### src/design/assert_macros.svh
// Assertion helpers shared by the RTL.
// Every check is sampled on clk_i and switched off while rst_ni is low.
`ifndef ASSERT_MACROS_SVH
`define ASSERT_MACROS_SVH

// Property holds on every edge.
`define GFQ_ASSERT(lbl, prop, msg) \
  lbl: assert property (@(posedge clk_i) disable iff (!rst_ni) (prop)) else $error(msg);

// Consequent holds on the edge after the antecedent.
`define GFQ_ASSERT_NEXT(lbl, ante, cons, msg) \
  lbl: assert property (@(posedge clk_i) disable iff (!rst_ni) (ante) |=> (cons)) \
    else $error(msg);

`endif

### src/design/gfq_pkg.sv
package gfq_pkg;

  // Field widths
  localparam int VALUE_W      = 16;
  localparam int GROUP_W      = 4;
  localparam int S_TDATA_W    = 24;
  localparam int S_TUSER_W    = 1;
  localparam int M_TDATA_W    = 16;
  localparam int M_TUSER_W    = 3;

  // Sizing
  localparam int DEF_CAPACITY = 64;
  localparam int NUM_GROUPS   = 16;

  typedef enum logic {
    CMD_ENQ = 1'b0,
    CMD_DEQ = 1'b1
  } cmd_e;

  typedef enum logic [1:0] {
    ST_OK    = 2'd0,
    ST_EMPTY = 2'd1,
    ST_FULL  = 2'd2
  } status_e;

  // Contents of one queue cell
  typedef struct packed {
    logic               valid;
    logic [GROUP_W-1:0] grp;
    logic [VALUE_W-1:0] value;
  } cell_data_t;

  // Broadcast from the controller to every cell
  typedef struct packed {
    logic               capture;   // latch per-cell group match
    logic               ins;       // apply an enqueue
    logic               deq;       // apply a dequeue
    logic               any_match; // some cell matched the group
    logic [GROUP_W-1:0] grp;       // group to compare / insert
  } ctl_t;

  // Fold an incoming group number onto the group range
  function automatic logic [GROUP_W-1:0] grp_fold(input logic [GROUP_W-1:0] g);
    return GROUP_W'(32'(g) % NUM_GROUPS);
  endfunction

endpackage

### src/design/gfq_cell.sv
module gfq_cell (
  input  logic                       clk_i,
  input  logic                       rst_ni,
  input  gfq_pkg::ctl_t              ctl_i,
  input  logic [gfq_pkg::VALUE_W-1:0] new_value_i,
  input  gfq_pkg::cell_data_t        left_i,     // neighbor toward the head
  input  gfq_pkg::cell_data_t        right_i,    // neighbor toward the tail
  input  logic                       pre_i,      // some cell before this one matched
  input  logic                       pos_left_i, // left neighbor is at/after insert point
  output logic                       pre_o,
  output logic                       pos_o,
  output gfq_pkg::cell_data_t        data_o
);
  import gfq_pkg::*;

  logic               valid_q, valid_d;
  logic [GROUP_W-1:0] grp_q, grp_d;
  logic [VALUE_W-1:0] value_q, value_d;
  logic               match_q;

  assign data_o = '{valid: valid_q, grp: grp_q, value: value_q};

  // Insert point chain: inside a matching run or before it stays put
  assign pre_o = pre_i | match_q;
  assign pos_o = ctl_i.any_match ? (pre_i & ~match_q) : ~valid_q;

  // Next contents
  always_comb begin
    valid_d = valid_q;
    grp_d   = grp_q;
    value_d = value_q;
    if (ctl_i.ins) begin
      if (pos_left_i) begin
        valid_d = left_i.valid;
        grp_d   = left_i.grp;
        value_d = left_i.value;
      end else if (pos_o) begin
        valid_d = 1'b1;
        grp_d   = ctl_i.grp;
        value_d = new_value_i;
      end
    end else if (ctl_i.deq) begin
      valid_d = right_i.valid;
      grp_d   = right_i.grp;
      value_d = right_i.value;
    end
  end

  // Control bits
  always_ff @(posedge clk_i or negedge rst_ni) begin
    if (!rst_ni) begin
      valid_q <= 1'b0;
      match_q <= 1'b0;
    end else begin
      valid_q <= valid_d;
      if (ctl_i.capture) begin
        match_q <= valid_q & (grp_q == ctl_i.grp);
      end
    end
  end

  // Payload
  always_ff @(posedge clk_i) begin
    grp_q   <= grp_d;
    value_q <= value_d;
  end

endmodule

### src/design/grouped_fifo_queue_top.sv
// Channel   Dir  tdata                     tuser
// s_axis    in   [15:0] value, [19:16] grp  [0] command (0 enq, 1 deq)
// m_axis    out  [15:0] out_value           [0] out_valid, [2:1] status
//
// Each transaction runs through accept (cells latch their group match) and apply
// (an enqueue shifts cells from the insert point on, a dequeue the whole row).
// The apply cycle waits while a previous result sits unread in the output register.
// One result per input transaction; a new input is taken once the apply is done.
// Reset empties the queue at once; no clearing pass.
module grouped_fifo_queue_top #(
  parameter int CAPACITY = gfq_pkg::DEF_CAPACITY
) (
  input  logic                          clk_i,
  input  logic                          rst_ni,
  input  logic                          s_axis_tvalid_i,
  output logic                          s_axis_tready_o,
  input  logic [gfq_pkg::S_TDATA_W-1:0] s_axis_tdata_i,  // value, group, pad
  input  logic [gfq_pkg::S_TUSER_W-1:0] s_axis_tuser_i,  // command
  output logic                          m_axis_tvalid_o,
  input  logic                          m_axis_tready_i,
  output logic [gfq_pkg::M_TDATA_W-1:0] m_axis_tdata_o,  // out_value
  output logic [gfq_pkg::M_TUSER_W-1:0] m_axis_tuser_o   // out_valid, status
);
  import gfq_pkg::*;

  typedef enum logic [1:0] {
    S_IDLE = 2'b01,
    S_EXEC = 2'b10
  } state_e;

  state_e             state_q, state_d;
  cmd_e               cmd_q;
  logic [VALUE_W-1:0] value_q;
  logic [GROUP_W-1:0] grp_q;
  logic [GROUP_W-1:0] in_grp;
  logic               in_acc;
  logic               apply;
  logic               empty, full;
  ctl_t               ctl;

  logic               out_vld_q;
  logic [VALUE_W-1:0] out_value_q;
  logic               out_flag_q;
  status_e            out_status_q;

  // Cell row wiring; index 0 and CAPACITY+1 are empty boundaries
  cell_data_t           chain [CAPACITY+2];
  logic [CAPACITY:0]    pre;
  logic [CAPACITY:0]    pos;
  logic [CAPACITY-1:0]  valid_vec;

  assign in_grp          = grp_fold(s_axis_tdata_i[VALUE_W +: GROUP_W]);
  assign s_axis_tready_o = (state_q == S_IDLE);
  assign in_acc          = s_axis_tvalid_i & s_axis_tready_o;
  assign apply           = (state_q == S_EXEC) & (~out_vld_q | m_axis_tready_i);

  assign empty = ~valid_vec[0];
  assign full  = valid_vec[CAPACITY-1];

  // Broadcast controls
  always_comb begin
    ctl.capture   = in_acc;
    ctl.ins       = apply & (cmd_q == CMD_ENQ) & ~full;
    ctl.deq       = apply & (cmd_q == CMD_DEQ) & ~empty;
    ctl.any_match = pre[CAPACITY];
    ctl.grp       = (state_q == S_IDLE) ? in_grp : grp_q;
  end

  assign chain[0]          = '0;
  assign chain[CAPACITY+1] = '0;
  assign pre[0]            = 1'b0;
  assign pos[0]            = 1'b0;

  // Row of cells, head at index 0
  for (genvar i = 0; i < CAPACITY; i++) begin : g_cell
    gfq_cell u_cell (
      .clk_i      (clk_i),
      .rst_ni     (rst_ni),
      .ctl_i      (ctl),
      .new_value_i(value_q),
      .left_i     (chain[i]),
      .right_i    (chain[i+2]),
      .pre_i      (pre[i]),
      .pos_left_i (pos[i]),
      .pre_o      (pre[i+1]),
      .pos_o      (pos[i+1]),
      .data_o     (chain[i+1])
    );
    assign valid_vec[i] = chain[i+1].valid;
  end

  // Sequencer
  always_comb begin
    state_d = state_q;
    unique case (state_q)
      S_IDLE: if (in_acc) state_d = S_EXEC;
      S_EXEC: if (apply) state_d = S_IDLE;
      default: state_d = S_IDLE;
    endcase
  end

  always_ff @(posedge clk_i or negedge rst_ni) begin
    if (!rst_ni) begin
      state_q   <= S_IDLE;
      out_vld_q <= 1'b0;
    end else begin
      state_q <= state_d;
      if (apply) begin
        out_vld_q <= 1'b1;
      end else if (m_axis_tready_i) begin
        out_vld_q <= 1'b0;
      end
    end
  end

  // Captured transaction
  always_ff @(posedge clk_i) begin
    if (in_acc) begin
      cmd_q   <= cmd_e'(s_axis_tuser_i[0]);
      value_q <= s_axis_tdata_i[VALUE_W-1:0];
      grp_q   <= in_grp;
    end
  end

  // Result register
  always_ff @(posedge clk_i) begin
    if (apply) begin
      out_value_q <= ctl.deq ? chain[1].value : '0;
      out_flag_q  <= ctl.deq;
      if ((cmd_q == CMD_ENQ) && full) begin
        out_status_q <= ST_FULL;
      end else if ((cmd_q == CMD_DEQ) && empty) begin
        out_status_q <= ST_EMPTY;
      end else begin
        out_status_q <= ST_OK;
      end
    end
  end

  assign m_axis_tvalid_o = out_vld_q;
  assign m_axis_tdata_o  = out_value_q;
  assign m_axis_tuser_o  = {out_status_q, out_flag_q};

  // Checks
`include "assert_macros.svh"

  `GFQ_ASSERT(a_valid_prefix, (valid_vec & (valid_vec + 1'b1)) == '0, "cell valid bits have a hole")
  `GFQ_ASSERT_NEXT(a_ins_grows, ctl.ins, $countones(valid_vec) == $past($countones(valid_vec)) + 1, "enqueue did not add one entry")
  `GFQ_ASSERT_NEXT(a_deq_shrinks, ctl.deq, $countones(valid_vec) == $past($countones(valid_vec)) - 1, "dequeue did not remove one entry")
  `GFQ_ASSERT(a_flag_ok, !(out_vld_q && out_flag_q) || (out_status_q == ST_OK), "dequeued value with error status")

endmodule
### config.mk
export PLATFORM = sky130hd
export DESIGN_NAME = grouped_fifo_queue_top
export DESIGN_NICKNAME = d
export VERILOG_FILES = /design/src/design/gfq_pkg.sv /design/src/design/gfq_cell.sv /design/src/design/grouped_fifo_queue_top.sv
export VERILOG_INCLUDE_DIRS = /design/src /design/src/design
export SDC_FILE = /design/constraint.sdc
export NUM_CORES = 2
export LEC_CHECK = 0
export BUFFER_PORTS_ARGS = -buffer_cell sky130_fd_sc_hd__buf_2
export CORE_ASPECT_RATIO = 1.4
export CORE_MARGIN = 2
export CORE_UTILIZATION = 50
export DETAILED_ROUTE_END_ITERATION = 6
export GPL_ROUTABILITY_DRIVEN = 0
export GPL_TIMING_DRIVEN = 0
export PLACE_DENSITY = 0.65
export SLEW_MARGIN = 20
export SYNTH_ARGS = -nofsm -noshare
export SYNTH_HDL_FRONTEND = slang
export SYNTH_SLANG_ARGS = --single-unit
### constraint.sdc
create_clock -name clk_i -period 13 [get_ports clk_i]
set_clock_uncertainty 0.05 [all_clocks]
set_input_delay 1.95 -clock clk_i [delete_from_list [all_inputs] [get_ports clk_i]]
set_output_delay 1.95 -clock clk_i [all_outputs]
set_load 0.03 [all_outputs]
* Word-level counts from Yosys, hierarchy flattened
Index checks and enable logic that the tools add are counted.
** Cells by class
- Eq/ne operators :: 132
- Reductions and logical operators :: 69
- Bitwise gates (word level) :: 326
- Multiplexer cells :: 836
** Operators by type and width (count)
- 2-to-1 mux 16 bit :: 255
- 2-to-1 mux 4 bit :: 256
- 2-to-1 mux 1 bit :: 322
- == test 4 bit :: 64
- != test 3 x 1 -> 1 bit, second input constant :: 63
- bitwise AND 1 bit :: 133
- AND reduction 2 bit :: 65
- inverter 1 bit :: 129
- bitwise OR 1 bit :: 64
- 2-to-1 mux 2 bit :: 2
- != test 2 x 1 -> 1 bit, second input constant :: 2
- case mux 2 bit (2 select lines) :: 1
- nonzero test 2 bit :: 2
- == test 2 x 1 -> 1 bit, second input constant :: 1
- == test 2 bit, second input constant :: 1
- logical AND 1 bit :: 2
- != test 2 bit, second input constant :: 1
** Word-level totals
- Logic and storage cells :: 1627
- Flip-flop bits (word level) :: 1451
- Output and inout bits :: 21
- Input bits :: 29

* Longest topological paths before layout
- Depth after elaboration :: 67
- Mapped depth :: 12
- Gate-level depth less buffers :: 8

* Cells and area by module
Synthesis repeated with hierarchy kept, for this count alone.
** Second synthesis, totals
- Cell total of the unflattened synthesis :: 7125
- Area, all modules :: 78647.9 µm²
** By module, submodules not included
- gfq_cell :: seq. area each 650.6 µm², instances 64, area an instance 1202.4 µm², cells each 110
- grouped_fifo_queue_top :: seq. area each 1277.5 µm², instances 1, area an instance 1694.1 µm², cells each 85

* Worst setup path after synthesis
OpenSTA, ideal clock, no wires.
- Kind :: input-to-reg
- Start point :: input port m_axis_tready_i
- End point :: register g_cell[3].u_cell.valid_q
- Stages :: 7
- Required time :: 12.825 ns
- Setup time :: 0.125 ns
- Buffers on the path :: 2
- Slack :: 7.127 ns
- Data arrival time :: 5.698 ns
- Cell sequence :: nor2b_1 > nor2_1 > nand2_1 > clkbuf_1 > clkbuf_1 > o31ai_1 > mux2_2
** Between the ends
- Cells in the longest elaborated chain, start to end :: 6
- Elaborated cells between the ends (all ways) :: 10
- Those cells by class :: eq/ne (1); mux (1); bitwise (6); reduce/logical (2)
** RTL lines
- start: declaration :: line grouped_fifo_queue_top.sv:20 : input logic m_axis_tready_i,
- bitwise OR 1 bit (*) :: line grouped_fifo_queue_top.sv:55 : assign apply = (state_q == S_EXEC) & (~out_vld_q | m_axis_tready_i);
- bitwise AND 1 bit (*) :: line grouped_fifo_queue_top.sv:55
- via apply :: line grouped_fifo_queue_top.sv:37 : logic apply;
- bitwise AND 1 bit (on tied branches) (2 in series) :: line grouped_fifo_queue_top.sv:63, grouped_fifo_queue_top.sv:64
- != test 3 x 1 -> 1 bit (no line) or nonzero test 2 bit (tied branches)
- AND reduction 2 bit (no line)
- end signal: assignment :: line gfq_cell.sv:55 : valid_q <= valid_d;
- end: declaration :: line gfq_cell.sv:16 : logic valid_q, valid_d;
Mark *: on every way through the listed nets, which the timed path passes. The rest lies on a longest branch.
A chain may end at the register's enable or synchronous reset.

* Final worst setup path
- Start point :: input port m_axis_tready_i
- End point :: register g_cell[1].u_cell.grp_q[0], enable pin
** Between the ends
- Cells in the longest elaborated chain, start to end :: 6
- Elaborated cells between the ends (all ways) :: 9
- Those cells by class :: eq/ne (1); bitwise (6); reduce/logical (2)
** RTL lines
- bitwise OR 1 bit (*) :: line grouped_fifo_queue_top.sv:55
- bitwise AND 1 bit (*) :: line grouped_fifo_queue_top.sv:55
- via apply :: line grouped_fifo_queue_top.sv:37
- bitwise AND 1 bit (on tied branches) (2 in series) :: line grouped_fifo_queue_top.sv:63, grouped_fifo_queue_top.sv:64
- != test 3 x 1 -> 1 bit (no line) or nonzero test 2 bit (tied branches)
- AND reduction 2 bit (no line) (*)
- end signal: assignment :: line gfq_cell.sv:64 : grp_q <= grp_d;
- end: declaration :: line gfq_cell.sv:17 : logic [GROUP_W-1:0] grp_q, grp_d;
Marked as above.

==> results.toml <==
[logic_synthesis]
ys_warn_count = 0
ys_dominant_reg_cell = "edfxtp_1"
syn-num-nets = 7304
avgSynthCellArea_um2 = 10.6
ys_seq_area_frac = 0.558
syn_area_mm2 = 0.0769
async_reset_ff_frac = 0.0903
yosysUniqueCellTypes = 80
netlist_instances = 7275
synth_edf_count = 1320
ys_ff_latch = 1451

[drt]
first_iter_violations = 7897
routedWlPerCell_um = 30.2
vias_per_cell = 6.39
via_count = 61400
wirelength_mm = 291
drtPass1Iterations = 7
drcViolationCount = 138
ant_nets = 0

[placement]
dpl_cell_area_mm2 = 0.0809
dp_hpwl_mm = 219
io_buffers = 45

[clock_network]
cts_root_buf = "clkbuf_16"
cts_resized = 0
cts_sinks = 1451
post_cts_buffers = 0
cts_tree = "built"
numCtsBuffers = 146
cts_hold_buffers = 0
max-clock-path-buffers = 3
clkSlewWorstSetupHoldPaths_ns = 0.07
clock_latency_ns = 0.84
htree_levels = 4

[grt]
grt_pass1_wl_mm = 414
globalRouteTotalUtil = 0.363
antenna_found_initial = 12
grt_pass1_vias = 61500
grt_max_degree = 92
overflow = 0

[critical_path]
reg2reg_to = "g_cell[0].u_cell.value_q[14]$_DFFE_PP_"
worst-r2r-setup-slack_ns = 7.48
critical_path_arrival_ns = 6.43
crit_fanout = 20
reg2regPathDepth = 11
crit_cells = 11
crit_path_end = "g_cell[1].u_cell.grp_q[0]$_DFFE_PP_"
cp_cell_sequence = "buf_2, nor2b_1, nor2_4, nand2_1, clkbuf_2, buf_16, clkbuf_1, buf_1, clkbuf_1, nor3_1, nor2_4"
startpoint = "m_axis_tready_i"
crit_buf_inv = 6
regToRegStartpoint = "g_cell[50].u_cell.match_q$_DFFE_PN0P_"
slowest_delay_ns = 0.82
path_class = "primary input to flip-flop"
worstSetupEndpointType = "flip-flop"
start_kind = "primary input"
cp_top_family = "buffers and inverters"
critical_path_required_ns = 13.41
slowest_stage = "buf_1"

[pwr]
p_per_area_mw_per_mm2 = 165
power_frac_comb = 0.334
pwr-share-clk = 0.307
total_power_w = 0.0141
p_leak_nw = 34.5
switching_share = 0.351
p_switching_w = 0.00495
seqPwrFrac = 0.359
ir_drop_v = 0.000140
internal_power_w = 0.00916

[timing]
fmax_ghz = 0.166
worst-slew-pin-transition_ns = 1.36
period_needed_ns = 6.03
setup_viol = 0
post-route-period-util = 0.464
rsz0062_at_grt = "false"
setup_tns_ns = 0
timing.final.max_slew_violations = 0
finalHoldViolCount = 0
slew_headroom = 0.0955

[floorplanning]
ioPinCount = 50
fp.coreArea_mm2 = 0.153
fp.dieW_um = 336
die_height_um = 468
die-area_mm2 = 0.157
start_util = 0.502
rows = 170

[worst_hold_path]
hp-class = "flip-flop to flip-flop"

[cells_and_area]
syn2layout_area_growth_pct = 11.4
fin_nets = 7528
fin_area_mm2 = 0.0857
drive_gt1_frac = 0.0822

[outcome]
status = "finished, violations left"
violations = "design-rule violations"

[job]
drv_cap = 0
## cell usage in the layout (no fill, tap or decap), drive strengths merged, types with 8 or more instances in the layout
master  Yosys  final
a211oi     16     16
a21oi      88     88
a22oi       9      9
a31oi     146    146
and2       18     18
buf       198    270
bufinv      0     12
clkbuf    472    666
clkinv      0     55
dfrtp     130    130
diode       0      8
edfxtp   1320   1320
inv        55     62
mux2       43     43
mux2i    1075   1075
nand2    1558   1558
nand3     125    125
nor2      208    208
nor3       25     25
nor4       18     18
o211ai     30     30
o21a       10     10
o21ai    1294   1294
o22a        8      8
o22ai      19     19
o31ai      15     15
o41ai      35     35
xnor2     256    256
## area by class of cell
class                           count  area, um^2
Inverter                           55         206
Clock buffer                      190        3940
Antenna cell                        8        20.0
Multi-Input combinational cell   5099       31600
Clock inverter                     77         761
Buffer                            670        2900
Tap cell                         1978        2470
Fill cell                       13300       67500
Sequential cell                  1451       42900
Timing Repair Buffer               76         842
## cells in the mapped netlist, types with 44 or more instances
master       n  share of area
mux2i_1   1075           0.14
xnor2_1    256          0.029
o21ai_1     44         0.0029
a21oi_1     87         0.0057
nand2_1   1557          0.076
nor2_1     207          0.010
inv_1       54         0.0026
o21ai_0   1247          0.081
a31oi_1    144          0.012
nand3_1    125         0.0081
buf_1       73         0.0036
dfrtp_1    130          0.042
buf_2       95         0.0062
clkbuf_1   472          0.023
edfxtp_1  1320           0.52
## worst min path at each step
stage                                          startpoint                               endpoint  slack [ns]  cells past startpoint
finish              g_cell[59].u_cell.valid_q$_DFFE_PN0P_  g_cell[59].u_cell.valid_q$_DFFE_PN0P_        0.46                      1
floorplan           g_cell[37].u_cell.match_q$_DFFE_PN0P_  g_cell[37].u_cell.match_q$_DFFE_PN0P_        0.41                      2
global route        g_cell[59].u_cell.valid_q$_DFFE_PN0P_  g_cell[59].u_cell.valid_q$_DFFE_PN0P_        0.46                      1
CTS                 g_cell[59].u_cell.valid_q$_DFFE_PN0P_  g_cell[59].u_cell.valid_q$_DFFE_PN0P_        0.46                      1
global placement    g_cell[40].u_cell.match_q$_DFFE_PN0P_  g_cell[40].u_cell.match_q$_DFFE_PN0P_        0.43                      2
detailed placement  g_cell[59].u_cell.valid_q$_DFFE_PN0P_  g_cell[59].u_cell.valid_q$_DFFE_PN0P_        0.45                      1
## metal layers
layer  GRT usage  wire, um  vias up
li1            -         -    26700
met1       0.408    102000    30100
met2       0.594    136000     3530
met3      0.0814     25700     1070
met4       0.295     26900        6
met5           0       149        -
## power by group through the flow
stage / registers (W) / logic (W) / clock network [W]
final: 0.00506 / 0.00471 / 0.00434
after global routing: 0.00506 / 0.00490 / 0.00448
after CTS: 0.00506 / 0.00460 / 0.00432
after detailed placement: 0.00516 / 0.00459 / 0
after global placement: 0.00516 / 0.00445 / 0
after floorplan: 0.00515 / 0.00325 / 0
## sequential cells by signal, summed over array words and instances, names as in the netlist
register               count
g_cell.u_cell.grp_q      256
state_q                    2
value_q                   16
cmd_q                      1
g_cell.u_cell.value_q   1024
m_axis_tvalid_o            1
out_status_q               2
grp_q                      4
g_cell.u_cell.match_q     64
g_cell.u_cell.valid_q     64
out_flag_q                 1
m_axis_tdata_o            16
## metrics by stage
stage                     worst slack [ns]  hold slack, ns  instances   util
final                                 6.97           0.465       9604  0.559
after CTS                             7.36           0.461       9595  0.559
after global placement                2.89           0.432       9298  0.520
after global routing                  7.07           0.464       9597  0.559
after detailed placement              6.51           0.447       9328  0.528
after floorplan                       7.13           0.408       7275      -
## cells by family (layout without fill, tap and decap cells)
logic type	count (synthesis)	in the layout	synth area share
multiplexers	1118	1118	0.146
other	0	8	0
XOR/XNOR	256	256	0.0291
AO/OA/AOI/OAI	1742	1742	0.126
flip-flops	1451	1451	0.558
buffers and inverters	725	1068	0.0388
AND/OR/NAND/NOR	1983	1983	0.102
Note: power is estimated with default switching activity, not from simulation.
